===== src/rtl/core/ddo_pkg.sv =====
package ddo_pkg;

    // Field widths
    localparam int WORD_W  = 32;
    localparam int ANG_W   = 24;
    localparam int ADDR_W  = 5;
    localparam int ATAN_IW = 5;

    // CORDIC start vector: inverse gain in Q30
    localparam logic signed [33:0] GAIN_Q30 = 34'sd652032874;

    // Register reset values
    localparam logic [WORD_W-1:0] DIST_RESET = 32'd16777216;
    localparam logic [WORD_W-1:0] TURN_RESET = 32'd65536;

    // Register indexes
    typedef enum logic [2:0] {
        REG_DIST    = 3'd0,
        REG_TURN    = 3'd1,
        REG_START_X = 3'd2,
        REG_START_Y = 3'd3,
        REG_START_H = 3'd4
    } ddo_reg_idx_t;

    // Controller states
    typedef enum logic [3:0] {
        S_IDLE,
        S_HEAD_MUL,
        S_HEAD_ADD,
        S_TRAV,
        S_ROT,
        S_MUL_X,
        S_MUL_Y,
        S_ADD_Y,
        S_OUT
    } ddo_state_t;

    // Shared multiplier operand select
    typedef enum logic [1:0] {
        MSEL_HEAD,
        MSEL_TRAV,
        MSEL_X,
        MSEL_Y
    } ddo_mul_sel_t;

    // Controller to datapath commands
    typedef struct packed {
        logic         take_in;
        ddo_mul_sel_t mul_sel;
        logic         head_upd;
        logic         trav_upd;
        logic         cordic_init;
        logic         cordic_step;
        logic         x_upd;
        logic         y_upd;
        logic         load_out;
    } ddo_cmd_t;

    // Datapath to controller status
    typedef struct packed {
        logic rot_last;
    } ddo_stat_t;

    // Scale settings from the register file
    typedef struct packed {
        logic [WORD_W-1:0] dist_per_tick;
        logic [WORD_W-1:0] turn_scale;
    } ddo_cfg_t;

    // Pose load strobes from register writes
    typedef struct packed {
        logic              ld_x;
        logic              ld_y;
        logic              ld_h;
        logic [WORD_W-1:0] value;
    } ddo_load_t;

    // Arctangent of 2^-i in 32-bit binary angle units
    function automatic logic [31:0] atan_entry(input logic [ATAN_IW-1:0] idx);
        logic [31:0] v;
        case (idx)
            5'd0:    v = 32'h20000000;
            5'd1:    v = 32'h12E4051E;
            5'd2:    v = 32'h09FB385B;
            5'd3:    v = 32'h051111D4;
            5'd4:    v = 32'h028B0D43;
            5'd5:    v = 32'h0145D7E1;
            5'd6:    v = 32'h00A2F61E;
            5'd7:    v = 32'h00517C55;
            5'd8:    v = 32'h0028BE53;
            5'd9:    v = 32'h00145F2F;
            5'd10:   v = 32'h000A2F98;
            5'd11:   v = 32'h000517CC;
            5'd12:   v = 32'h00028BE6;
            5'd13:   v = 32'h000145F3;
            5'd14:   v = 32'h0000A2FA;
            5'd15:   v = 32'h0000517D;
            5'd16:   v = 32'h000028BE;
            5'd17:   v = 32'h0000145F;
            5'd18:   v = 32'h00000A30;
            5'd19:   v = 32'h00000518;
            5'd20:   v = 32'h0000028C;
            5'd21:   v = 32'h00000146;
            5'd22:   v = 32'h000000A3;
            5'd23:   v = 32'h00000051;
            5'd24:   v = 32'h00000029;
            5'd25:   v = 32'h00000014;
            5'd26:   v = 32'h0000000A;
            5'd27:   v = 32'h00000005;
            5'd28:   v = 32'h00000003;
            5'd29:   v = 32'h00000001;
            5'd30:   v = 32'h00000001;
            default: v = 32'h00000000;
        endcase
        return v;
    endfunction

endpackage


===== src/rtl/core/ddo_regs.sv =====
module ddo_regs (
    input  logic                        clk,
    input  logic                        rst_n,
    input  logic                        psel,
    input  logic                        penable,
    input  logic                        pwrite,
    input  logic [ddo_pkg::ADDR_W-1:0]  paddr,
    input  logic [ddo_pkg::WORD_W-1:0]  pwdata,
    output logic [ddo_pkg::WORD_W-1:0]  prdata,
    output ddo_pkg::ddo_cfg_t           cfg,
    output ddo_pkg::ddo_load_t          load
);
    import ddo_pkg::*;

    logic [WORD_W-1:0] dist_reg;
    logic [WORD_W-1:0] turn_reg;
    logic [WORD_W-1:0] start_x_reg;
    logic [WORD_W-1:0] start_y_reg;
    logic [ANG_W-1:0]  start_h_reg;
    logic              wr_en;
    ddo_reg_idx_t      idx;

    assign wr_en = psel & penable & pwrite;
    assign idx   = ddo_reg_idx_t'(paddr[ADDR_W-1:2]);

    // Write the addressed register; unknown indexes drop the write
    always_ff @(posedge clk or negedge rst_n)
    begin
        if (!rst_n)
        begin
            dist_reg    <= DIST_RESET;
            turn_reg    <= TURN_RESET;
            start_x_reg <= '0;
            start_y_reg <= '0;
            start_h_reg <= '0;
        end
        else if (wr_en)
        begin
            case (idx)
                REG_DIST:    dist_reg    <= pwdata;
                REG_TURN:    turn_reg    <= pwdata;
                REG_START_X: start_x_reg <= pwdata;
                REG_START_Y: start_y_reg <= pwdata;
                REG_START_H: start_h_reg <= pwdata[ANG_W-1:0];
                default:     ;
            endcase
        end
    end

    // Read back
    always_comb
    begin
        case (idx)
            REG_DIST:    prdata = dist_reg;
            REG_TURN:    prdata = turn_reg;
            REG_START_X: prdata = start_x_reg;
            REG_START_Y: prdata = start_y_reg;
            REG_START_H: prdata = {{(WORD_W-ANG_W){1'b0}}, start_h_reg};
            default:     prdata = '0;
        endcase
    end

    // Scale settings and pose load strobes
    assign cfg.dist_per_tick = dist_reg;
    assign cfg.turn_scale    = turn_reg;
    assign load.ld_x  = wr_en && (idx == REG_START_X);
    assign load.ld_y  = wr_en && (idx == REG_START_Y);
    assign load.ld_h  = wr_en && (idx == REG_START_H);
    assign load.value = pwdata;

endmodule


===== config.mk =====
export PLATFORM = sky130hd
export DESIGN_NAME = ddo_regs
export DESIGN_NICKNAME = d
export VERILOG_FILES = /design/src/rtl/core/ddo_pkg.sv /design/src/rtl/core/ddo_regs.sv
export SDC_FILE = /design/constraint.sdc
export NUM_CORES = 1
export LEC_CHECK = 0
export BUFFER_PORTS_ARGS = -buffer_cell sky130_fd_sc_hd__buf_2
export CELL_PAD_IN_SITES_DETAIL_PLACEMENT = 0
export CELL_PAD_IN_SITES_GLOBAL_PLACEMENT = 1
export CORE_MARGIN = 10
export CORE_UTILIZATION = 36
export CTS_CLUSTER_SIZE = 16
export DETAILED_ROUTE_END_ITERATION = 7
export PLACE_DENSITY_LB_ADDON = 0.1
export SYNTH_ARGS = -nofsm -noshare
export SYNTH_HDL_FRONTEND = slang
export SYNTH_SLANG_ARGS = --single-unit

===== constraint.sdc =====
create_clock -name clk -period 1.6 [get_ports clk]
set_input_delay 0.24 -clock clk [delete_from_list [all_inputs] [get_ports clk]]
set_output_delay 0.24 -clock clk [all_outputs]
set_load 0.05 [all_outputs]

Word level (Yosys, flattened, before mapping) --
Index checks and enable logic that the tools add are counted.
Operators by class: equality and inequality tests 4, mux-type cells 1, bitwise gates (word level) 2, reduce and logical (&&, ||, !) cells 9
Operator list (number):
- one-hot mux 32 bit (5 select lines) | 1
- AND reduction 2 bit | 5
- equality test 3 x 2 -> 1 bit (second input constant) | 2
- equality test 3 x 1 -> 1 bit (second input constant) | 1
- equality test 3 bit (second input constant) | 1
- logical AND 1 bit | 3
- logical NOT 3 bit | 1
- AND 1 bit | 2
Word-level totals: register bits after elaboration 152, bits of input ports 42, output and inout port bits 131, logic and storage cells 21

Logic depth before layout (Yosys ltp) --
word-level depth 3, mapped depth 6

Worst setup path after synthesis --
No wires, ideal clock.
path type in2out, from input port paddr[2] in the netlist's numbering, to output port prdata[10] in the netlist's numbering, data arrival time 2.157 ns, slack -0.797 ns, stages on the path 6, path buffers 3, cells stage by stage buf_2 -> and2b_1 -> clkbuf_1 -> buf_2 -> a22oi_1 -> o21ai_0
On the way: longest elaborated chain between the ends 2, elaborated cells on any way between the ends 6
Ends and longest elaborated chain:
- start: declaration | line ddo_regs.sv:7 | input logic [ddo_pkg::ADDR_W-1:0] paddr,
- equality test 3 bit (tied with other cells) | line ddo_regs.sv:53 | case (idx)
- one-hot mux 32 bit (5 select lines) * | line ddo_regs.sv:53
- end: declaration | line ddo_regs.sv:9 | output logic [ddo_pkg::WORD_W-1:0] prdata,
Mark *: on every way between the ends. The rest lies on a longest branch, timed or not.

Worst setup path in the final report --
from register turn_reg[25], to output port prdata[25] in the netlist's numbering
On the way: longest elaborated chain between the ends 1
Ends and longest elaborated chain:
- start: declaration | line ddo_regs.sv:16 | logic [WORD_W-1:0] turn_reg;
- start signal: assignment | line ddo_regs.sv:41 | REG_TURN: turn_reg <= pwdata;
- one-hot mux 32 bit (5 select lines) | line ddo_regs.sv:53
Every way passes these cells.

==> results by group <==
Status
  – Outcome: complete, but fails checks
  – Failing checks: setup timing

Routing
  – DR WL/cell: about 22 um
  – DR iter-0 viols: 147
  – Vias: approximately 4900
  – Routed wire length: 20850 um
  – Drc violations: 0
  – Via density: between 5 and 6
  – Antenna viol nets, final: 0
  – Initial DRT Pass Iterations: 4

Cells and area
  – Final Util: 0.5131
  – Layout Nets: 727
  – Area delta synth->final: 39.19%
  – Share of layout cells above drive strength 1: 0.7321
  – Register Area: around 3800 um2
  – Fill count: between 1500 and 2000
  – Area of the multi-input gates: approximately 3600 um2
  – ANT cells: 0

STA
  – Final hold violations: 0
  – Max-slew violation count: 0
  – Max-slew headroom: 0.6502
  – Final period utilization: 1.128
  – Maximum clock rate: between 0.5 and 0.6 GHz
  – RSZ-0062 raised after global routing: yes
  – Final Worst Setup Slack: -205.4 ps
  – Worst hold slack: 103.9 ps
  – Setup Skew: 0 ps
  – Worst-margin pin slew: 524.6 ps
  – # setup viols final: 32
  – Final Critical Period: roughly 1800 ps

Clocking
  – Maximum clock path buffer count: 2
  – Clock transition at path regs: around 60 ps
  – H-tree depth: 4
  – Clock root buffer: clkbuf_16
  – CTS buffer count: 17
  – CTS tree: yes
  – CTS Sinks: roughly 150
  – Clk_lat worst skew: between 400 and 500 ps

Placed design
  – Dpl hpwl: around 14000 um
  – Final GP Congestion: 0.7506
  – # port buffers: 170

Setup path
  – Slowest CP cell: mux4_2
  – Top delay family on crit path: multiplexers
  – Slowest Stage Delay on Critical Path: roughly 460 ps
  – CP arrival: around 1600 ps
  – Crit start category: register
  – CP Cell Sequence: mux4_2, nor2b_4, buf_6
  – Crit path kind: reg2out
  – Number of buffers and inverters on the critical path: 1
  – Critical path required time: 1360 ps
  – Worst Setup End Kind: output port
  – Max FO, Critical Path: 3

Synthesis
  – Mapped Nets: 540
  – Syn Std Cell Area: 7244 um2
  – Area leader, netlist: dfrtp_1
  – Netlist cell types: 28
  – Post-synthesis sequential area ratio: 0.5254
  – Count leader, synth: dfrtp_1
  – Synth top cells by count: dfrtp_1 (150), mux2_2 (144), buf_4 (41)
  – Mean post-synth cell area: 14.55 um2
  – Async S/R FF share, synth: 1.000
  – Post-synth top flop: dfrtp_1
  – Seq cells post-synth: 152
  – Synth top area share: 0.5181
  – EDFF count, synth: 0
  – Synth Instances: roughly 500
  – Top cells by area, synth: dfrtp_1 (52%), mux2_2 (22%), mux2_4 (6.2%)
  – Yosys warns: 0

Floorplan
  – Die footprint: between 20000 and 30000 um2
  – Starting density of the core: 0.3686
  – Top Ports: about 170
  – Core area: between 15000 and 20000 um2
  – Row cnt: 51
  – Die Y: 161.9 um
  – Die width: ~160 um

Power and ir drop
  – Power, Total: ~14 mW
  – Pwr Density: around 1400 nW/um2
  – Peak supply drop: between 0.7 and 0.8 mV
  – Leak: between 4 and 5 nW

GRT
  – Antenna violations before repair: 1
  – First-pass GRT wire length: 33320 um
  – Grt ovf: 0
  – Pin count of the biggest net entering global routing: 52
  – GRT Util Overall: 0.1622
  – Vias in the first global route: between 5000 and 6000

Min path
  – Hold WC Path Type: in2reg

Job
  – Max-Cap Viols: 0
metrics by stage:
stage | cell area [um2] | TNS, ps | std cells | setup slack (ps)
5_1_grt | 10080 | -6957 | 963 | -265.9
3_3_place_gp | 8886 | -19410 | 911 | -191.0
4_1_cts | 9971 | -6242 | 959 | -234.5
6_report | 10080 | -5057 | 963 | -205.4
3_5_place_dp | 8886 | -20900 | 911 | -202.6
2_1_floorplan | 7635 | -407.0 | 498 | -45.66
routing by layer:
metal / part of all wire / global-route usage / up-vias
li1: - / - / 2197
met4: 0.0091 / 0.04218 / 2
met1: 0.44 / 0.2015 / 2561
met3: 0.066 / 0.05131 / 17
met2: 0.48 / 0.2669 / 139
met5: 0.00058 / 0 / -
cell usage in the layout, fill, tap and decap left out, drive strengths merged:
master | netlist | routed
buf | 55 | 235
mux2 | 176 | 176
dfrtp | 150 | 150
a32oi | 24 | 24
o21ai | 24 | 24
a22oi | 23 | 23
clkbuf | 13 | 20
mux4 | 8 | 8
nor2b | 8 | 8
clkinv | 0 | 5
clkinvlp | 0 | 4
and2b | 3 | 3
bufinv | 0 | 3
nand2 | 2 | 2
nor2 | 2 | 2
nor3b | 2 | 2
dfstp | 2 | 2
a2bb2oi | 1 | 1
inv | 1 | 1
nand4b | 1 | 1
nand3 | 1 | 1
or3 | 1 | 1
nor3 | 1 | 1
dlygate4sd3 | 0 | 1
kinds of logic (layout without fill, tap and decap cells):
logic type | Yosys count | count (layout) | synth area share
AND/OR/NAND/NOR | 21 | 21 | 0.02383
flip-flops | 152 | 152 | 0.5254
multiplexers | 184 | 184 | 0.3140
buffers and inverters | 69 | 269 | 0.06615
AO/OA/AOI/OAI | 72 | 72 | 0.07064
repair_timing:
item                                    in CTS  in global routing
cloned                                       0                  0
endpoints found under the setup margin      35                 35
hold buffers                                 1                  0
pin swaps                                   23                 23
buffers inserted                            15                  4
hold endpoints to repair                    41                  0
gates resized for setup                     94                 16
where the power goes:
part	leakage [nW]	internal (mW)	switching [mW]	total [mW]
combinational	2.57	1.78	2.77	4.56
clock	0.276	2.45	1.59	4.03
sequential	1.94	4.60	0.486	5.09
total	4.79	8.84	4.85	13.7
final cells by class:
class	instances	area share
inverter	1	0.0003723
clock buffer	20	0.04331
timing repair buffer	236	0.1781
sequential	152	0.3775
tap	265	0.03288
multi-input combinational	277	0.3528
clock inverter	12	0.01514
final timing paths:
path	start	endpoint	slack [ps]	cells after the start
max	turn_reg[25]	prdata[25]	-210	3
min	pwdata[27]	start_y_reg[27]	100	2
max reg2reg	dist_reg[4]	dist_reg[4]	700	2
min reg2reg	start_y_reg[1]	start_y_reg[1]	500	1
max in group asynchronous	rst_n	dist_reg[24]	640	3
min in group asynchronous	rst_n	turn_reg[26]	340	2
(Power assumes the default switching activity.)
