$ cat config.mk
export PLATFORM = sky130hd
export DESIGN_NAME = ddo_ctrl
export DESIGN_NICKNAME = d
export VERILOG_FILES = /design/src/rtl/core/ddo_pkg.sv /design/src/rtl/core/ddo_ctrl.sv
export SDC_FILE = /design/constraint.sdc
export NUM_CORES = 1
export LEC_CHECK = 0
export BUFFER_PORTS_ARGS = -buffer_cell sky130_fd_sc_hd__buf_2
export CORE_AREA = 5 5 42 44
export CTS_BUF_LIST = sky130_fd_sc_hd__clkbuf_2
export CTS_CLUSTER_SIZE = 25
export DETAILED_ROUTE_END_ITERATION = 10
export DIE_AREA = 0 0 47 49
export SLEW_MARGIN = 20
export SYNTH_ARGS = -nofsm -noshare
export SYNTH_HDL_FRONTEND = slang
export SYNTH_SLANG_ARGS = --single-unit
$ cat constraint.sdc
create_clock -name clk -period 1.75 [get_ports clk]
set_input_delay 0.35 -clock clk [delete_from_list [all_inputs] [get_ports clk]]
set_output_delay 0.35 -clock clk [all_outputs]
set_load 0.1 [all_outputs]
$ cat src/rtl/core/ddo_pkg.sv
package ddo_pkg;

    // Field widths
    localparam int WORD_W  = 32;
    localparam int ANG_W   = 24;
    localparam int ADDR_W  = 5;
    localparam int ATAN_IW = 5;

    // CORDIC start vector: inverse gain in Q30
    localparam logic signed [33:0] GAIN_Q30 = 34'sd652032874;

    // Register reset values
    localparam logic [WORD_W-1:0] DIST_RESET = 32'd16777216;
    localparam logic [WORD_W-1:0] TURN_RESET = 32'd65536;

    // Register indexes
    typedef enum logic [2:0] {
        REG_DIST    = 3'd0,
        REG_TURN    = 3'd1,
        REG_START_X = 3'd2,
        REG_START_Y = 3'd3,
        REG_START_H = 3'd4
    } ddo_reg_idx_t;

    // Controller states
    typedef enum logic [3:0] {
        S_IDLE,
        S_HEAD_MUL,
        S_HEAD_ADD,
        S_TRAV,
        S_ROT,
        S_MUL_X,
        S_MUL_Y,
        S_ADD_Y,
        S_OUT
    } ddo_state_t;

    // Shared multiplier operand select
    typedef enum logic [1:0] {
        MSEL_HEAD,
        MSEL_TRAV,
        MSEL_X,
        MSEL_Y
    } ddo_mul_sel_t;

    // Controller to datapath commands
    typedef struct packed {
        logic         take_in;
        ddo_mul_sel_t mul_sel;
        logic         head_upd;
        logic         trav_upd;
        logic         cordic_init;
        logic         cordic_step;
        logic         x_upd;
        logic         y_upd;
        logic         load_out;
    } ddo_cmd_t;

    // Datapath to controller status
    typedef struct packed {
        logic rot_last;
    } ddo_stat_t;

    // Scale settings from the register file
    typedef struct packed {
        logic [WORD_W-1:0] dist_per_tick;
        logic [WORD_W-1:0] turn_scale;
    } ddo_cfg_t;

    // Pose load strobes from register writes
    typedef struct packed {
        logic              ld_x;
        logic              ld_y;
        logic              ld_h;
        logic [WORD_W-1:0] value;
    } ddo_load_t;

    // Arctangent of 2^-i in 32-bit binary angle units
    function automatic logic [31:0] atan_entry(input logic [ATAN_IW-1:0] idx);
        logic [31:0] v;
        case (idx)
            5'd0:    v = 32'h20000000;
            5'd1:    v = 32'h12E4051E;
            5'd2:    v = 32'h09FB385B;
            5'd3:    v = 32'h051111D4;
            5'd4:    v = 32'h028B0D43;
            5'd5:    v = 32'h0145D7E1;
            5'd6:    v = 32'h00A2F61E;
            5'd7:    v = 32'h00517C55;
            5'd8:    v = 32'h0028BE53;
            5'd9:    v = 32'h00145F2F;
            5'd10:   v = 32'h000A2F98;
            5'd11:   v = 32'h000517CC;
            5'd12:   v = 32'h00028BE6;
            5'd13:   v = 32'h000145F3;
            5'd14:   v = 32'h0000A2FA;
            5'd15:   v = 32'h0000517D;
            5'd16:   v = 32'h000028BE;
            5'd17:   v = 32'h0000145F;
            5'd18:   v = 32'h00000A30;
            5'd19:   v = 32'h00000518;
            5'd20:   v = 32'h0000028C;
            5'd21:   v = 32'h00000146;
            5'd22:   v = 32'h000000A3;
            5'd23:   v = 32'h00000051;
            5'd24:   v = 32'h00000029;
            5'd25:   v = 32'h00000014;
            5'd26:   v = 32'h0000000A;
            5'd27:   v = 32'h00000005;
            5'd28:   v = 32'h00000003;
            5'd29:   v = 32'h00000001;
            5'd30:   v = 32'h00000001;
            default: v = 32'h00000000;
        endcase
        return v;
    endfunction

endpackage

$ cat src/rtl/core/ddo_ctrl.sv
module ddo_ctrl (
    input  logic                clk,
    input  logic                rst_n,
    input  logic                in_valid,
    output logic                in_ready,
    output logic                out_valid,
    input  logic                out_ready,
    input  ddo_pkg::ddo_stat_t  stat,
    output ddo_pkg::ddo_cmd_t   cmd
);
    import ddo_pkg::*;

    ddo_state_t state_reg;
    ddo_state_t state_next;
    logic       out_valid_reg;
    logic       out_valid_next;
    logic       out_free;

    assign out_free = !out_valid_reg || out_ready;

    // Next state
    always_comb
    begin
        state_next = state_reg;
        case (state_reg)
            S_IDLE:     if (in_valid) state_next = S_HEAD_MUL;
            S_HEAD_MUL: state_next = S_HEAD_ADD;
            S_HEAD_ADD: state_next = S_TRAV;
            S_TRAV:     state_next = S_ROT;
            S_ROT:      if (stat.rot_last) state_next = S_MUL_X;
            S_MUL_X:    state_next = S_MUL_Y;
            S_MUL_Y:    state_next = S_ADD_Y;
            S_ADD_Y:    state_next = S_OUT;
            S_OUT:      if (out_free) state_next = S_IDLE;
            default:    state_next = S_IDLE;
        endcase
    end

    // Outputs
    always_comb
    begin
        cmd         = '0;
        cmd.mul_sel = MSEL_HEAD;
        in_ready    = 1'b0;
        case (state_reg)
            S_IDLE:
            begin
                in_ready    = 1'b1;
                cmd.take_in = in_valid;
            end
            S_HEAD_MUL: cmd.mul_sel = MSEL_HEAD;
            S_HEAD_ADD:
            begin
                cmd.head_upd = 1'b1;
                cmd.mul_sel  = MSEL_TRAV;
            end
            S_TRAV:
            begin
                cmd.trav_upd    = 1'b1;
                cmd.cordic_init = 1'b1;
            end
            S_ROT:      cmd.cordic_step = 1'b1;
            S_MUL_X:    cmd.mul_sel = MSEL_X;
            S_MUL_Y:
            begin
                cmd.x_upd   = 1'b1;
                cmd.mul_sel = MSEL_Y;
            end
            S_ADD_Y:    cmd.y_upd = 1'b1;
            S_OUT:      cmd.load_out = out_free;
            default:    ;
        endcase
    end

    // Hold the result until it is taken
    always_comb
    begin
        out_valid_next = out_valid_reg;
        if (cmd.load_out)
            out_valid_next = 1'b1;
        else if (out_ready)
            out_valid_next = 1'b0;
    end

    always_ff @(posedge clk or negedge rst_n)
    begin
        if (!rst_n)
        begin
            state_reg     <= S_IDLE;
            out_valid_reg <= 1'b0;
        end
        else
        begin
            state_reg     <= state_next;
            out_valid_reg <= out_valid_next;
        end
    end

    assign out_valid = out_valid_reg;

endmodule

-- After elaboration in Yosys (flattened, before gate mapping)
Index checks and enable logic that the tools add are counted.
- register bits: 5
- latch bits: 0
- bits in writable memories: 0
- ROM bits: 0
- bits of input ports: 5
- output and inout port bits: 12
- logic and storage cells: 33
- memories: 0
- add/subtract/negate cells: 0
- $mul: 0
- divide/modulo/power cells: 0
- order comparisons: 0
- eq/ne operators: 11
- shift-type cells: 0
- mux-type cells: 15
- bitwise logic cells: 0
- reduce and logical (&&, ||, !) cells: 5
- operators by type and width (cell ; number):
    one-hot mux 4 bit (9 select lines) ; 1
    equality test 4 x 3 -> 1 bit (second input constant) ; 4
    2-to-1 mux 4 bit ; 3
    2-to-1 mux 1 bit ; 9
    equality test 4 x 2 -> 1 bit (second input constant) ; 2
    inequality test 2 bit (second input constant) ; 3
    one-hot mux 2 bit (3 select lines) ; 1
    equality test 4 x 1 -> 1 bit (second input constant) ; 1
    equality test 4 bit (second input constant) ; 1
    zero test 4 bit ; 1
    AND reduction 3 bit ; 1
    2-to-1 mux 2 bit ; 1
    nonzero test 2 bit ; 1
    zero test 1 bit ; 1
    logical OR 1 bit ; 1

-- Longest topological paths before layout
Gate-level depths: netlist (run 1).
- word-level depth: 4
- depth in mapped cells: 4
- depth with buffers taken out: 2

-- Worst setup path before layout (run 1)
OpenSTA, ideal clock, no wires.
- kind: register -> output
- start: register state_reg[3]
- end: output port cmd[9] (netlist name)
- data arrival time: 4.508 ns
- required time: 1.400 ns
- path slack: -3.108 ns
- stages on the path, launching flop included: 4
- buffers on the path: 1
- cell sequence: dfrtp_1 -> buf_2 -> nor4_1 -> and2_1
- RTL lines (item ; RTL line ; source):
    start: declaration ; ddo_ctrl.sv:13 ; ddo_state_t state_reg;
    start signal: assignment ; ddo_ctrl.sv:94 ; state_reg <= state_next;
    end: declaration ; ddo_ctrl.sv:9 ; output ddo_pkg::ddo_cmd_t cmd

==> results.cfg, run 1 <==
[placed_design]
gp_congestion = 0.758
io_buffers = 16
dp_hpwl_microns = 695
dpl_cell_area_sq_um = 668

[synthesis]
synth-warning-count = 0
synthArstFlopShare = 1.00
syn_area_sq_um = 322
synth.avg_cell_area_sq_um = 9.19
postSynthCellCount = 35
seq_area_frac_synth = 0.389
ys_ff_latch = 5
synth_ff_type = dfrtp_1
synth_enable_flop_cells = 0
synth_nets = 40
synth.distinct_cells = 20

[grt]
grt_pass1_vias = 342
grt_usage = 0.0940
grt_max_degree = 9
globalRouteOverflowTotal = 0
antenna_found_initial = 0
grt_pass1_wl_microns = 1490

[setup_path]
worstSetupPathType = flip-flop to output port
r2r_start = state_reg[2]
setup.worst_path.start_class = flip-flop
startpoint = state_reg[2]
slowest_stage = or4b_4
crit_chain = or4b_4 > nor2b_4 > buf_12
crit_end = cmd[0]
worstPathArrival_ps = 1490
r2r_slack_ps = 490
endpoint_kind = output port
worstPathMaxFanout = 2
reg2reg_depth = 3
cp.required_ps = 1400
cpPeakStageDelay_ps = 550
regToRegEndpoint = state_reg[3]

[sta]
fmax_mhz = 542
relSlewSlack = 0.680
whs_ps = 447
rsz0062_at_grt = yes
tightest_slew_ps = 484
worst_slack_ps = -94.3
finalCritPeriodShare = 1.05
hold_violations = 0
slew_viol_final = 0
fin_skew_ps = 6.96
setup_viol = 2
period_needed_ps = 1840

[finish]
n_fill_cell = 128
largest_reg_flops = 4
areaGrowthSynthToFinish_pct = 137
final_common_cell = buf_12
layout_common_cells = buf_12 (11), buf_2 (5), buf_4 (5), clkbuf_2 (4), buf_6 (4)
n_antenna_cell = 0
fin_nets = 66
fin_util = 0.544
fin_area_sq_um = 762
drive_above_1_share = 0.767

[status]
violations = setup timing
outcome = finished, violations left

[floorplan]
row_count = 14
fp.dieH_microns = 49
die_w_microns = 47
die_area_sq_um = 2300
core-area_sq_um = 1400
ios = 17
start_util = 0.229

[clocking]
cts_buffers = 3
htreeDepth = 1
cts_root_buffer = clkbuf_2
clkSinkCount = 5
cts_tree = done
clock_latency_ps = 230
cts.clk_slew.worst_paths_ps = 60
clockBufferDepth = 2

[route]
firstDrtPassIters = 2
wirelength_microns = 904
drcViolationCount = 0
ant_nets = 0
vias = 332
wire_per_inst_microns = 11.9
via_per_inst = 4.37
drt_iter0_drc = 1

[hold_path]
min_path_type = input port to flip-flop

[run]
drv_cap = 0
-- critical path, delay by kind of cell (launching register included) --
kind	cells	cell delay, ps
flip-flops	1	400
buffers and inverters	1	180
AND/OR/NAND/NOR	2	690
-- cell type report --
cell class | count | area (sq um) | share of cell area
inverter | 1 | 3.75 | 0.00493
multi-input combinational | 24 | 253 | 0.332
sequential | 5 | 128 | 0.167
timing repair buffer | 26 | 338 | 0.443
tap | 16 | 20.0 | 0.0263
clock buffer | 4 | 20.0 | 0.0263
-- worst min path at each step --
| stage | startpoint | end | slack (ps) | cells past startpoint |
|---|---|---|---|---|
| after detailed placement | rst_n | state_reg[1] | 170 | 1 |
| after CTS | out_ready | out_valid | 440 | 3 |
| final | out_ready | out_valid | 450 | 3 |
| after global placement | rst_n | state_reg[0] | 170 | 1 |
| after global routing | rst_n | state_reg[3] | 460 | 2 |
| after floorplan | rst_n | out_valid | 50 | 0 |
-- kinds of logic (layout without fill, tap and decap cells) --
group,after synthesis,in the layout,synth area share
simple gates,18,18,0.319
buf+inv,6,31,0.124
flops,5,5,0.389
compound gates,4,4,0.109
xor+xnor,1,1,0.0272
mux,1,1,0.0311
-- synth_stat cells (2+ instances only) --
library cell / instances / area share
buf_2: 2 / 0.031
buf_4: 2 / 0.047
dfrtp_1: 5 / 0.39
nand2_1: 2 / 0.023
nand2b_1: 3 / 0.058
nor2_1: 5 / 0.058
nor3_1: 3 / 0.047
-- through the flow --
step	worst slack, ps	TNS [ps]	instances
2_1_floorplan	-714	-2560	35
3_3_place_gp	116	0	68
3_5_place_dp	95.1	0	68
4_1_cts	-114	-212	73
5_1_grt	-151	-286	76
6_report	-94.3	-95.8	76
-- layer usage --
metal,track usage,vias to the layer above,wire length [microns]
met1,0.104,153,312
li1,-,164,-
met2,0.138,13,501
met5,0,-,0
met3,0.0701,2,80
met4,0.0276,0,10
-- what timing repair did --
item,in CTS,in global routing
endpoints found under the hold margin,5,0
hold buffers,1,0
setup buffers,0,3
setup endpoints to repair,8,8
pin swaps,3,4
cloned,0,0
resized for setup,3,7
Power of run 1 is left out: the tool's default activity adds up to more than one toggle a clock period on the data nets, which glitch-free logic cannot reach.
==> run 2, diff against run 1 <==
Settings changed: BUFFER_PORTS_ARGS -buffer_cell sky130_fd_sc_hd__buf_2 to unset, DONT_BUFFER_PORTS set to 1.
==> results.cfg, run 2 (same netlist as run 1, synthesis figures left out) <==
[status]
outcome = finished, violations left
violations = setup timing

[sta]
slew_viol_final = 0
relSlewSlack = 0.816
setup-tns-final_ps = -127
rsz0062_at_grt = yes
finalCritPeriodShare = 1.05
fin_skew_ps = 5.90
tightest_slew_ps = 278
fmax_mhz = 545
worst_slack_ps = -83.2
setup_viol = 2
period_needed_ps = 1830
hold_violations = 0

[grt]
grt_pass1_vias = 367
antenna_found_initial = 0
globalRouteOverflowTotal = 0
grt_usage = 0.0996
grt_pass1_wl_microns = 1640
grt_max_degree = 9

[placed_design]
dp_hpwl_microns = 685
io_buffers = 0
gp_congestion = 0.769

[floorplan]
row_count = 14
start_util = 0.229
die_w_microns = 47
ios = 17
fp.dieH_microns = 49
core-area_sq_um = 1400
die_area_sq_um = 2300

[finish]
multi_input_area_sq_um = 250
areaGrowthSynthToFinish_pct = 123
layout_common_cells = buf_12 (9), buf_4 (6), clkbuf_2 (4)
n_fill_cell = 133
drive_above_1_share = 0.759
fin_util = 0.511
largest_reg_flops = 4
fin_nets = 60
regArea_sq_um = 128
n_antenna_cell = 0
final_common_cell = buf_12

[setup_path]
r2r_slack_ps = 500
worstPathMaxFanout = 2
setup.worst_path.start_class = flip-flop
worstPathArrival_ps = 1480
endpoint_kind = output port
cp.required_ps = 1400
regToRegEndpoint = state_reg[3]
reg2reg_depth = 3
worstSetupPathType = flip-flop to output port
r2r_start = state_reg[1]

[route]
wirelength_microns = 899
wire_per_inst_microns = 12.8
drcViolationCount = 0
vias = 316
ant_nets = 0
via_per_inst = 4.51
drt_iter0_drc = 8
firstDrtPassIters = 4

[hold_path]
hold_end = out_valid
min_path_type = input port to flip-flop
hold_path_depth = 2
min_from = out_ready

[clocking]
clockBufferDepth = 2
cts_buffers = 3
clock_latency_ps = 220
clkSinkCount = 5
cts_tree = done
cts.clk_slew.worst_paths_ps = 60
htreeDepth = 1
cts_root_buffer = clkbuf_2

[run]
drv_cap = 0
## run 2: worst max path at each step
stage,from,end,cells after the start
3_5_place_dp,state_reg[2],cmd[0],3
4_1_cts,state_reg[2],cmd[0],3
5_1_grt,state_reg[3],cmd[9],4
6_report,state_reg[1],cmd[0],3
3_3_place_gp,state_reg[2],cmd[0],3
2_1_floorplan,state_reg[1],cmd[9],3
## run 2: area by class of cell
type                            count  share of cell area
Clock buffer                        4              0.0280
Inverter                            1             0.00524
Multi-Input combinational cell     24               0.350
Sequential cell                     5               0.178
Tap cell                           16              0.0280
Timing Repair Buffer               20               0.411
## run 2: critical path, cell delays in order (launching register included)
cell and delay [ps]:
dfrtp_1 380, or4b_4 560, nor2b_4 140, buf_12 180
## run 2: stage by stage
stage / setup slack (ps) / cells / cell area, sq um / hold WS (ps)
5_1_grt: -150 / 70 / 716 / 383
3_5_place_dp: 94.3 / 62 / 637 / 54.6
4_1_cts: -94.1 / 69 / 693 / 366
3_3_place_gp: 117 / 62 / 637 / 54.6
2_1_floorplan: -714 / 35 / 410 / 54.4
6_report: -83.2 / 70 / 716 / 373
## run 2: what timing repair did
item / in CTS / in global routing
gates resized for setup: 3 / 5
hold endpoints to repair: 5 / 0
hold buffers: 1 / 0
gates cloned: 0 / 0
buffers inserted: 2 / 1
pin swaps: 4 / 3
endpoints found under the setup margin: 9 / 8
## run 2: routing by layer
| metal | up-vias | wire length (microns) | GRT usage |
|---|---|---|---|
| met5 | - | 0 | 0 |
| met4 | 0 | 0 | 0.0138 |
| met3 | 0 | 61 | 0.0664 |
| met2 | 12 | 462 | 0.140 |
| met1 | 152 | 374 | 0.129 |
| li1 | 152 | - | - |
Power of run 2 is left out for the same reason.
