$ cat src/rtl/core/ddo_pkg.sv
package ddo_pkg;

    // Field widths
    localparam int WORD_W  = 32;
    localparam int ANG_W   = 24;
    localparam int ADDR_W  = 5;
    localparam int ATAN_IW = 5;

    // CORDIC start vector: inverse gain in Q30
    localparam logic signed [33:0] GAIN_Q30 = 34'sd652032874;

    // Register reset values
    localparam logic [WORD_W-1:0] DIST_RESET = 32'd16777216;
    localparam logic [WORD_W-1:0] TURN_RESET = 32'd65536;

    // Register indexes
    typedef enum logic [2:0] {
        REG_DIST    = 3'd0,
        REG_TURN    = 3'd1,
        REG_START_X = 3'd2,
        REG_START_Y = 3'd3,
        REG_START_H = 3'd4
    } ddo_reg_idx_t;

    // Controller states
    typedef enum logic [3:0] {
        S_IDLE,
        S_HEAD_MUL,
        S_HEAD_ADD,
        S_TRAV,
        S_ROT,
        S_MUL_X,
        S_MUL_Y,
        S_ADD_Y,
        S_OUT
    } ddo_state_t;

    // Shared multiplier operand select
    typedef enum logic [1:0] {
        MSEL_HEAD,
        MSEL_TRAV,
        MSEL_X,
        MSEL_Y
    } ddo_mul_sel_t;

    // Controller to datapath commands
    typedef struct packed {
        logic         take_in;
        ddo_mul_sel_t mul_sel;
        logic         head_upd;
        logic         trav_upd;
        logic         cordic_init;
        logic         cordic_step;
        logic         x_upd;
        logic         y_upd;
        logic         load_out;
    } ddo_cmd_t;

    // Datapath to controller status
    typedef struct packed {
        logic rot_last;
    } ddo_stat_t;

    // Scale settings from the register file
    typedef struct packed {
        logic [WORD_W-1:0] dist_per_tick;
        logic [WORD_W-1:0] turn_scale;
    } ddo_cfg_t;

    // Pose load strobes from register writes
    typedef struct packed {
        logic              ld_x;
        logic              ld_y;
        logic              ld_h;
        logic [WORD_W-1:0] value;
    } ddo_load_t;

    // Arctangent of 2^-i in 32-bit binary angle units
    function automatic logic [31:0] atan_entry(input logic [ATAN_IW-1:0] idx);
        logic [31:0] v;
        case (idx)
            5'd0:    v = 32'h20000000;
            5'd1:    v = 32'h12E4051E;
            5'd2:    v = 32'h09FB385B;
            5'd3:    v = 32'h051111D4;
            5'd4:    v = 32'h028B0D43;
            5'd5:    v = 32'h0145D7E1;
            5'd6:    v = 32'h00A2F61E;
            5'd7:    v = 32'h00517C55;
            5'd8:    v = 32'h0028BE53;
            5'd9:    v = 32'h00145F2F;
            5'd10:   v = 32'h000A2F98;
            5'd11:   v = 32'h000517CC;
            5'd12:   v = 32'h00028BE6;
            5'd13:   v = 32'h000145F3;
            5'd14:   v = 32'h0000A2FA;
            5'd15:   v = 32'h0000517D;
            5'd16:   v = 32'h000028BE;
            5'd17:   v = 32'h0000145F;
            5'd18:   v = 32'h00000A30;
            5'd19:   v = 32'h00000518;
            5'd20:   v = 32'h0000028C;
            5'd21:   v = 32'h00000146;
            5'd22:   v = 32'h000000A3;
            5'd23:   v = 32'h00000051;
            5'd24:   v = 32'h00000029;
            5'd25:   v = 32'h00000014;
            5'd26:   v = 32'h0000000A;
            5'd27:   v = 32'h00000005;
            5'd28:   v = 32'h00000003;
            5'd29:   v = 32'h00000001;
            5'd30:   v = 32'h00000001;
            default: v = 32'h00000000;
        endcase
        return v;
    endfunction

endpackage

$ cat src/rtl/core/ddo_dp.sv
module ddo_dp #(
    parameter int CORDIC_STEPS = 20
) (
    input  logic                              clk,
    input  logic                              rst_n,
    input  ddo_pkg::ddo_cmd_t                 cmd,
    output ddo_pkg::ddo_stat_t                stat,
    input  ddo_pkg::ddo_cfg_t                 cfg,
    input  ddo_pkg::ddo_load_t                load,
    input  logic signed [ddo_pkg::WORD_W-1:0] left_count,
    input  logic signed [ddo_pkg::WORD_W-1:0] right_count,
    output logic signed [ddo_pkg::WORD_W-1:0] pos_x,
    output logic signed [ddo_pkg::WORD_W-1:0] pos_y,
    output logic        [ddo_pkg::ANG_W-1:0]  heading
);
    import ddo_pkg::*;

    localparam int STEP_W = $clog2(CORDIC_STEPS);

    // Pose and previous counts
    logic [WORD_W-1:0] prev_left_reg;
    logic [WORD_W-1:0] prev_right_reg;
    logic [WORD_W-1:0] acc_x_reg;
    logic [WORD_W-1:0] acc_y_reg;
    logic [ANG_W-1:0]  acc_h_reg;
    logic [WORD_W-1:0] acc_x_next;
    logic [WORD_W-1:0] acc_y_next;
    logic [ANG_W-1:0]  acc_h_next;

    // Work registers
    logic signed [WORD_W:0]   sum_reg;
    logic [WORD_W-1:0]        diff_reg;
    logic signed [65:0]       prod_reg;
    logic signed [WORD_W-1:0] travel_reg;
    logic signed [WORD_W-1:0] travel_next;
    logic signed [33:0]       x_reg;
    logic signed [33:0]       y_reg;
    logic signed [33:0]       z_reg;
    logic signed [33:0]       x_next;
    logic signed [33:0]       y_next;
    logic signed [33:0]       z_next;
    logic                     flip_reg;
    logic [STEP_W-1:0]        step_reg;

    // Output payload
    logic [WORD_W-1:0] pos_x_reg;
    logic [WORD_W-1:0] pos_y_reg;
    logic [ANG_W-1:0]  heading_reg;

    // Wrapping deltas
    logic signed [WORD_W-1:0] dl;
    logic signed [WORD_W-1:0] dr;

    assign dl = left_count - prev_left_reg;
    assign dr = right_count - prev_right_reg;

    // Magnitude of the tick sum; top bit set only for the most negative sum
    logic [WORD_W:0] mag;

    assign mag = sum_reg[WORD_W] ? (WORD_W+1)'(-sum_reg) : sum_reg;

    // Cosine and sine after quadrant fold-back
    logic signed [33:0] cos_w;
    logic signed [33:0] sin_w;

    assign cos_w = flip_reg ? -x_reg : x_reg;
    assign sin_w = flip_reg ? -y_reg : y_reg;

    // Shared multiplier
    logic signed [WORD_W:0] mul_a;
    logic signed [WORD_W:0] mul_b;
    logic signed [65:0]     mul_p;

    always_comb
    begin
        case (cmd.mul_sel)
            MSEL_HEAD:
            begin
                mul_a = {1'b0, diff_reg};
                mul_b = {1'b0, cfg.turn_scale};
            end
            MSEL_TRAV:
            begin
                mul_a = {1'b0, mag[WORD_W-1:0]};
                mul_b = {1'b0, cfg.dist_per_tick};
            end
            MSEL_X:
            begin
                mul_a = {travel_reg[WORD_W-1], travel_reg};
                mul_b = cos_w[WORD_W:0];
            end
            MSEL_Y:
            begin
                mul_a = {travel_reg[WORD_W-1], travel_reg};
                mul_b = sin_w[WORD_W:0];
            end
            default:
            begin
                mul_a = '0;
                mul_b = '0;
            end
        endcase
    end

    assign mul_p = mul_a * mul_b;

    // Travel: add the 2^32 term, drop nine bits, saturate
    logic [64:0] trav_full;
    logic [55:0] trav_mag;

    assign trav_full = {1'b0, prod_reg[63:0]}
                     + (mag[WORD_W] ? {1'b0, cfg.dist_per_tick, 32'b0} : 65'd0);
    assign trav_mag  = trav_full[64:9];

    always_comb
    begin
        if (sum_reg[WORD_W])
        begin
            if (trav_mag > 56'h80000000)
                travel_next = 32'sh80000000;
            else
                travel_next = -trav_mag[WORD_W-1:0];
        end
        else
        begin
            if (trav_mag > 56'h7FFFFFFF)
                travel_next = 32'sh7FFFFFFF;
            else
                travel_next = trav_mag[WORD_W-1:0];
        end
    end

    // CORDIC start angle, folded into the right half plane
    logic [31:0] z32;
    logic        flip_w;
    logic [31:0] z32_fold;

    assign z32      = {acc_h_reg, 8'b0};
    assign flip_w   = z32[31] ^ z32[30];
    assign z32_fold = {z32[31] ^ flip_w, z32[30:0]};

    // One CORDIC rotation per cycle
    logic signed [33:0] xs;
    logic signed [33:0] ys;
    logic signed [33:0] atan_w;

    assign xs     = x_reg >>> step_reg;
    assign ys     = y_reg >>> step_reg;
    assign atan_w = {2'b00, atan_entry(ATAN_IW'(step_reg))};

    always_comb
    begin
        if (!z_reg[33])
        begin
            x_next = x_reg - ys;
            y_next = y_reg + xs;
            z_next = z_reg - atan_w;
        end
        else
        begin
            x_next = x_reg + ys;
            y_next = y_reg - xs;
            z_next = z_reg + atan_w;
        end
    end

    assign stat.rot_last = (step_reg == STEP_W'(CORDIC_STEPS - 1));

    // Pose next values; a register write loads the start value
    always_comb
    begin
        acc_x_next = acc_x_reg;
        acc_y_next = acc_y_reg;
        acc_h_next = acc_h_reg;
        if (load.ld_x)
            acc_x_next = load.value;
        else if (cmd.x_upd)
            acc_x_next = acc_x_reg + prod_reg[61:30];
        if (load.ld_y)
            acc_y_next = load.value;
        else if (cmd.y_upd)
            acc_y_next = acc_y_reg + prod_reg[61:30];
        if (load.ld_h)
            acc_h_next = load.value[ANG_W-1:0];
        else if (cmd.head_upd)
            acc_h_next = acc_h_reg + prod_reg[31:8];
    end

    always_ff @(posedge clk or negedge rst_n)
    begin
        if (!rst_n)
        begin
            prev_left_reg  <= '0;
            prev_right_reg <= '0;
            acc_x_reg      <= '0;
            acc_y_reg      <= '0;
            acc_h_reg      <= '0;
        end
        else
        begin
            if (cmd.take_in)
            begin
                prev_left_reg  <= left_count;
                prev_right_reg <= right_count;
            end
            acc_x_reg <= acc_x_next;
            acc_y_reg <= acc_y_next;
            acc_h_reg <= acc_h_next;
        end
    end

    // Work registers and output payload
    always_ff @(posedge clk)
    begin
        if (cmd.take_in)
        begin
            sum_reg  <= {dl[WORD_W-1], dl} + {dr[WORD_W-1], dr};
            diff_reg <= dr - dl;
        end
        prod_reg <= mul_p;
        if (cmd.trav_upd)
            travel_reg <= travel_next;
        if (cmd.cordic_init)
        begin
            x_reg    <= GAIN_Q30;
            y_reg    <= '0;
            z_reg    <= {{2{z32_fold[31]}}, z32_fold};
            flip_reg <= flip_w;
            step_reg <= '0;
        end
        else if (cmd.cordic_step)
        begin
            x_reg    <= x_next;
            y_reg    <= y_next;
            z_reg    <= z_next;
            step_reg <= step_reg + 1'b1;
        end
        if (cmd.load_out)
        begin
            pos_x_reg   <= acc_x_reg;
            pos_y_reg   <= acc_y_reg;
            heading_reg <= acc_h_reg;
        end
    end

    assign pos_x   = pos_x_reg;
    assign pos_y   = pos_y_reg;
    assign heading = heading_reg;

endmodule

$ cat config.mk
export PLATFORM = sky130hd
export DESIGN_NAME = ddo_dp
export DESIGN_NICKNAME = d
export VERILOG_FILES = /design/src/rtl/core/ddo_pkg.sv /design/src/rtl/core/ddo_dp.sv
export SDC_FILE = /design/constraint.sdc
export NUM_CORES = 2
export LEC_CHECK = 0
export BUFFER_PORTS_ARGS = -buffer_cell sky130_fd_sc_hd__buf_4
export CAP_MARGIN = 10
export CELL_PAD_IN_SITES_DETAIL_PLACEMENT = 0
export CELL_PAD_IN_SITES_GLOBAL_PLACEMENT = 2
export CORE_ASPECT_RATIO = 1.75
export CORE_UTILIZATION = 30
export CTS_CLUSTER_SIZE = 24
export DETAILED_ROUTE_END_ITERATION = 7
export PLACE_DENSITY_LB_ADDON = 0.12
export SYNTH_ARGS = -nofsm -noshare
export SYNTH_HDL_FRONTEND = slang
export SYNTH_SLANG_ARGS = --single-unit
$ cat constraint.sdc
create_clock -name clk -period 15.9 [get_ports clk]
set_input_delay 1.59 -clock clk [delete_from_list [all_inputs] [get_ports clk]]
set_output_delay 1.59 -clock clk [all_outputs]
set_load 0.005 [all_outputs]
# After elaboration in Yosys (flattened, before gate mapping)
# Memories as Yosys holds them, arrays and structs flattened. A register that Yosys moved wholly into a read port is not among the register bits.
# Cells that the tools add are included.
# word_totals
regBits	509
rom_bits	960
inputBits	175
output_inout_bits	89
wordCells	77
mem_count	1
# classes
n_addsub	19
multipliers	1
magnitude_cmp	2
eq_ne	4
shifts	2
n_mux	22
bitwise	2
reduce_logical	6
# memory_table
name	words	width	rd	rd_ports_with_merged_regs	wr	line_no	rtl
(name not given)	32	30	1	1	0	ddo_pkg.sv:81	case (idx)
# op_table
cell	count
32-bit two-way mux	7
34-bit two-way mux	5
33-bit case mux with 4 select lines	1
33-bit two-way mux	3
33-bit negator	3
33-bit case mux with 3 select lines	1
32-bit subtractor	3
34-bit adder	2
34-bit by 5-bit >>> shifter with 34-bit output	2
34-bit subtractor	2
64-bit by 64-bit adder with 65-bit output	1
32-bit adder	2
33-bit by 33-bit multiplier with 64-bit output	1
64-bit two-way mux	1
56-bit by 31-bit greater-than comparator with 1-bit output (second input constant)	1
56-bit by 32-bit greater-than comparator with 1-bit output (second input constant)	1
24-bit two-way mux	2
34-bit by 33-bit adder with 34-bit output	1
34-bit by 33-bit subtractor with 34-bit output	1
32-bit by 32-bit adder with 33-bit output	1
32-bit negator	1
24-bit adder	1
5-bit two-way mux	2
2-bit nonzero test	4
7 further kinds	9

# Logic depth before layout (Yosys ltp)
# depth
ltp_word	7
depth_mapped	40
mapped_depth_nobuf	39

# Least setup slack after synthesis
# Ideal clock, no wire load.
# synth_path
path_type	flip-flop to flip-flop
from	register sum_reg[2]
to	register prod_reg[55]
setup_time_ns	0.136
arrival_time_ns	10.022
t_required_ns	15.764
setup_slack_ns	5.742
stages_incl_launch_ff	39
path_buffers	3
synth_period_minus_slack_ns	10.158
cell_sequence	edfxtp_1 -> nor4_1 -> nand2_1 -> or3_1 -> or4_1 -> or4_1 -> o21ai_1 -> xor2_1 -> a211oi_1 -> a21o_1 -> clkbuf_1 -> clkbuf_1 -> nand2_1 -> fa_1 -> fa_1 -> inv_1 -> fa_1 -> inv_1 -> [3 not listed] -> fa_1 -> fa_1 -> inv_1 -> fa_1 -> inv_1 -> ha_1 -> clkbuf_1 -> a21o_1 -> a21oi_1 -> o21bai_1 -> a22oi_1 -> and2_1 -> o221ai_1 -> a31oi_1 -> o41ai_2 -> a31oi_1 -> o41ai_1 -> xor2_1
# synth_via
elab_chain_len	4
# synth_lines
element	line_no	rtl
start: declaration	ddo_dp.sv:31	logic signed [WORD_W:0] sum_reg;
start signal: assignment	ddo_dp.sv:217	sum_reg <= {dl[WORD_W-1], dl} + {dr[WORD_W-1], dr};
33-bit negator	ddo_dp.sv:60	assign mag = sum_reg[WORD_W] ? (WORD_W+1)'(-sum_reg) : sum_reg;
33-bit two-way mux (*)	ddo_dp.sv:60	
33-bit case mux with 3 select lines (*)	ddo_dp.sv:76	case (cmd.mul_sel)
33-bit by 33-bit multiplier with 64-bit output (*)	ddo_dp.sv:105	assign mul_p = mul_a * mul_b;
via mul_p[55]	ddo_dp.sv:72	logic signed [65:0] mul_p;
end signal: assignment	ddo_dp.sv:220	prod_reg <= mul_p;
end: declaration	ddo_dp.sv:33	logic signed [65:0] prod_reg;
# Mark *: on every way through the listed nets, which the timed path passes. The rest lies on a longest branch.
# A chain may end at the register's enable or synchronous reset.

# Worst setup path in the final report
# Ends and elaborated chain as after synthesis.

==> results.json <==
{
  "mostFrequentLayoutCells": "inv_1, nand2_1, fa_1, nor2_1, ha_1",
  "postSynthCellCount": 9704,
  "layout_commonest_cell": "inv_1",
  "async_reset_ff_share_pct": 28.68,
  "syn_to_final_growth_pct": 10.60,
  "grt_use_met3_pct": 3.403,
  "ys_seq_area_share_pct": 16.00,
  "post_cts_buffers": 0,
  "cp_max_fo": 21,
  "largest_register_ffs": 56,
  "start_util_pct": 30.13,
  "relSlewSlack_pct": 16.74,
  "post_synth.cell_area_avg_um2": 8.685,
  "via_per_inst": 5.332,
  "fill_cells": 29526,
  "grt_setup_unrepaired": "false",
  "dpl.hpwl_um": 309300,
  "setup_violations": 0,
  "cts_sinks": 530,
  "grt_util_all_layers_pct": 26.83,
  "fp.dieArea_um2": 283100,
  "num_rows": 257,
  "cp_common_cell": "fa_1",
  "end_kind": "register",
  "wl_um": 382900,
  "ctsHoldBuffers": 0,
  "drv_cap": 0,
  "post-route-util_pct": 33.32,
  "dr.pass1.iters": 5,
  "synth_ff_type": "edfxtp_1",
  "synth_edf_count": 211,
  "yosys.area.top_type": "fa_1",
  "die_h_um": 703.2,
  "r2r_setup_slack_ns": 3.32,
  "run_status": "completed",
  "first_global_vias": 75880,
  "grt_overflow": 0,
  "ctsResizeCount": 0,
  "yosysTopAreaCellShare_pct": 26.96,
  "clk_pin_slew_ns": 0.06,
  "cp_slowest_cell": "a21o_1",
  "max_freq_mhz": 79.51,
  "yosys_warnings": 0,
  "drcViolationCount": 0,
  "ys_seq_elements": 530,
  "r2r-start": "sum_reg[2]$_DFFE_PP_",
  "io_pins": 264,
  "seqCellArea_um2": 13490,
  "final_hold_viol_count": 0,
  "synthTopCellsByArea": "fa_1, ha_1, edfxtp_1",
  "r2r-end": "prod_reg[55]$_DFF_P_",
  "tightest_slew_ns": 1.233,
  "worstHoldPathCells": 0,
  "syn_area_um2": 84280,
  "coreArea_um2": 279800,
  "holdCritStartpoint": "acc_x_reg[0]$_DFFE_PN0P_",
  "slowest_delay_ns": 0.65,
  "ant_nets": 0,
  "required_ns": 16.51,
  "port_buffers": 263,
  "cts_tree": "done",
  "routabilityCongestion": 0.9698,
  "top_usage_layer": "met2",
  "critPathKind": "register to register",
  "fin_tns_setup_ns": 0,
  "holdPathEnd": "pos_x[0]$_DFFE_PP_",
  "layout_min_cycle_time_ns": 12.58,
  "grt_antenna_before_repair": 27,
  "grt_max_degree": 125,
  "finalNonFillerCells": 13475,
  "grt.met2_usage_pct": 51.68,
  "fin_nets": 11642,
  "grt_pass1_wl_um": 544300,
  "wl_per_cell_um": 28.42,
  "first_iter_violations": 4507,
  "die_x_um": 402.7,
  "dpl.cell_count": 13323,
  "cts_buffer_depth": 3,
  "final_max_slew_viol_count": 0,
  "grt_util_met1_pct": 27.65,
  "holdCritPathClass": "register to register",
  "htreeDepth": 3,
  "startpoint_type": "register",
  "cts_buffers": 70,
  "multi_input_comb_area_um2": 63540,
  "insertion_delay_ns": 0.71,
  "drive_gt1_share_pct": 8.975,
  "arrival_ns": 13.19,
  "finClkSkew_ns": 0.06951,
  "vias": 71852,
  "period_share_pct": 79.10,
  "cts_root_buffer": "clkbuf_16",
  "synth_nets": 11577,
  "r2r_cells": 35,
  "synth_cell_types": 105
}
-- cell usage after synthesis (all sizes together) (18+ instances only) --
cell type / count
a2111oi: 18
a211oi: 99
a21o: 182
a21oi: 486
a22oi: 20
a31oi: 81
and2: 104
and3: 56
buf: 99
clkbuf: 402
dfrtp: 152
dfxtp: 167
edfxtp: 211
fa: 1135
ha: 563
inv: 1438
mux2: 29
mux2i: 173
mux4: 102
nand2: 1187
nand2b: 74
nand3: 99
nand4: 43
nor2: 848
nor2b: 72
nor3: 127
nor3b: 23
nor4: 28
o211ai: 50
o21a: 73
o21ai: 487
o21bai: 51
o22ai: 35
o31a: 19
o31ai: 47
o41ai: 25
or2: 31
or3: 46
or4: 27
xnor2: 315
xor2: 214
-- metal layers --
metal / part of all wire, % / up-vias / wire [um]
met5: 0.031 / - / 117
met4: 6.5 / 18 / 24800
met3: 4.2 / 736 / 16240
met2: 54 / 2080 / 207600
met1: 35 / 36891 / 134100
li1: - / 32127 / -
-- worst max path at each step --
stage	endpoint	slack, ns	cells past startpoint	from
6_report	prod_reg[55]$_DFF_P_	3.32	35	sum_reg[2]$_DFFE_PP_
4_1_cts	prod_reg[55]$_DFF_P_	3.38	35	sum_reg[2]$_DFFE_PP_
3_3_place_gp	prod_reg[55]$_DFF_P_	3.50	35	sum_reg[2]$_DFFE_PP_
5_1_grt	prod_reg[55]$_DFF_P_	2.90	35	sum_reg[2]$_DFFE_PP_
2_1_floorplan	prod_reg[55]$_DFF_P_	5.74	38	sum_reg[2]$_DFFE_PP_
3_5_place_dp	prod_reg[55]$_DFF_P_	3.45	35	sum_reg[2]$_DFFE_PP_
-- final cells by class --
type | instances | area share (%)
antenna | 22 | 0.05906
clock buffer | 84 | 1.989
clock inverter | 46 | 0.6255
inverter | 1443 | 5.813
multi-input combinational | 7230 | 68.16
sequential | 530 | 14.48
tap | 3626 | 4.867
timing repair buffer | 494 | 4.008
-- worst max-delay path, delay by kind of cell (launching register included) --
kind            cells  cell delay, ns
fa+ha+maj           9            4.37
compound gates      9            3.91
simple gates        8            2.51
buf+inv             7            0.93
flops               1            0.45
xor+xnor            2            0.27
-- per-stage QoR --
| step | area [um2] | setup WS (ns) | hold slack (ns) |
|---|---|---|---|
| after floorplan | 84280 | 5.742 | 0.4454 |
| after global placement | 90730 | 3.505 | 0.4765 |
| after detailed placement | 90730 | 3.452 | 0.4797 |
| after CTS | 93160 | 3.379 | 0.4849 |
| after global routing | 93200 | 2.898 | 0.4998 |
| final | 93220 | 3.324 | 0.4852 |
-- kinds of logic after synthesis --
logic type / synth area share (%)
muxes: 5.168
and+or+nand+nor: 14.98
DFF: 16.00
adders and majority gates: 35.32
xor gates and xnor gates: 5.497
buffers and inverters: 8.881
AOI/OAI and AO/OA: 14.16
Power is left out: the tool's default activity adds up to more than one toggle a clock period on the data nets, which glitch-free logic cannot reach.
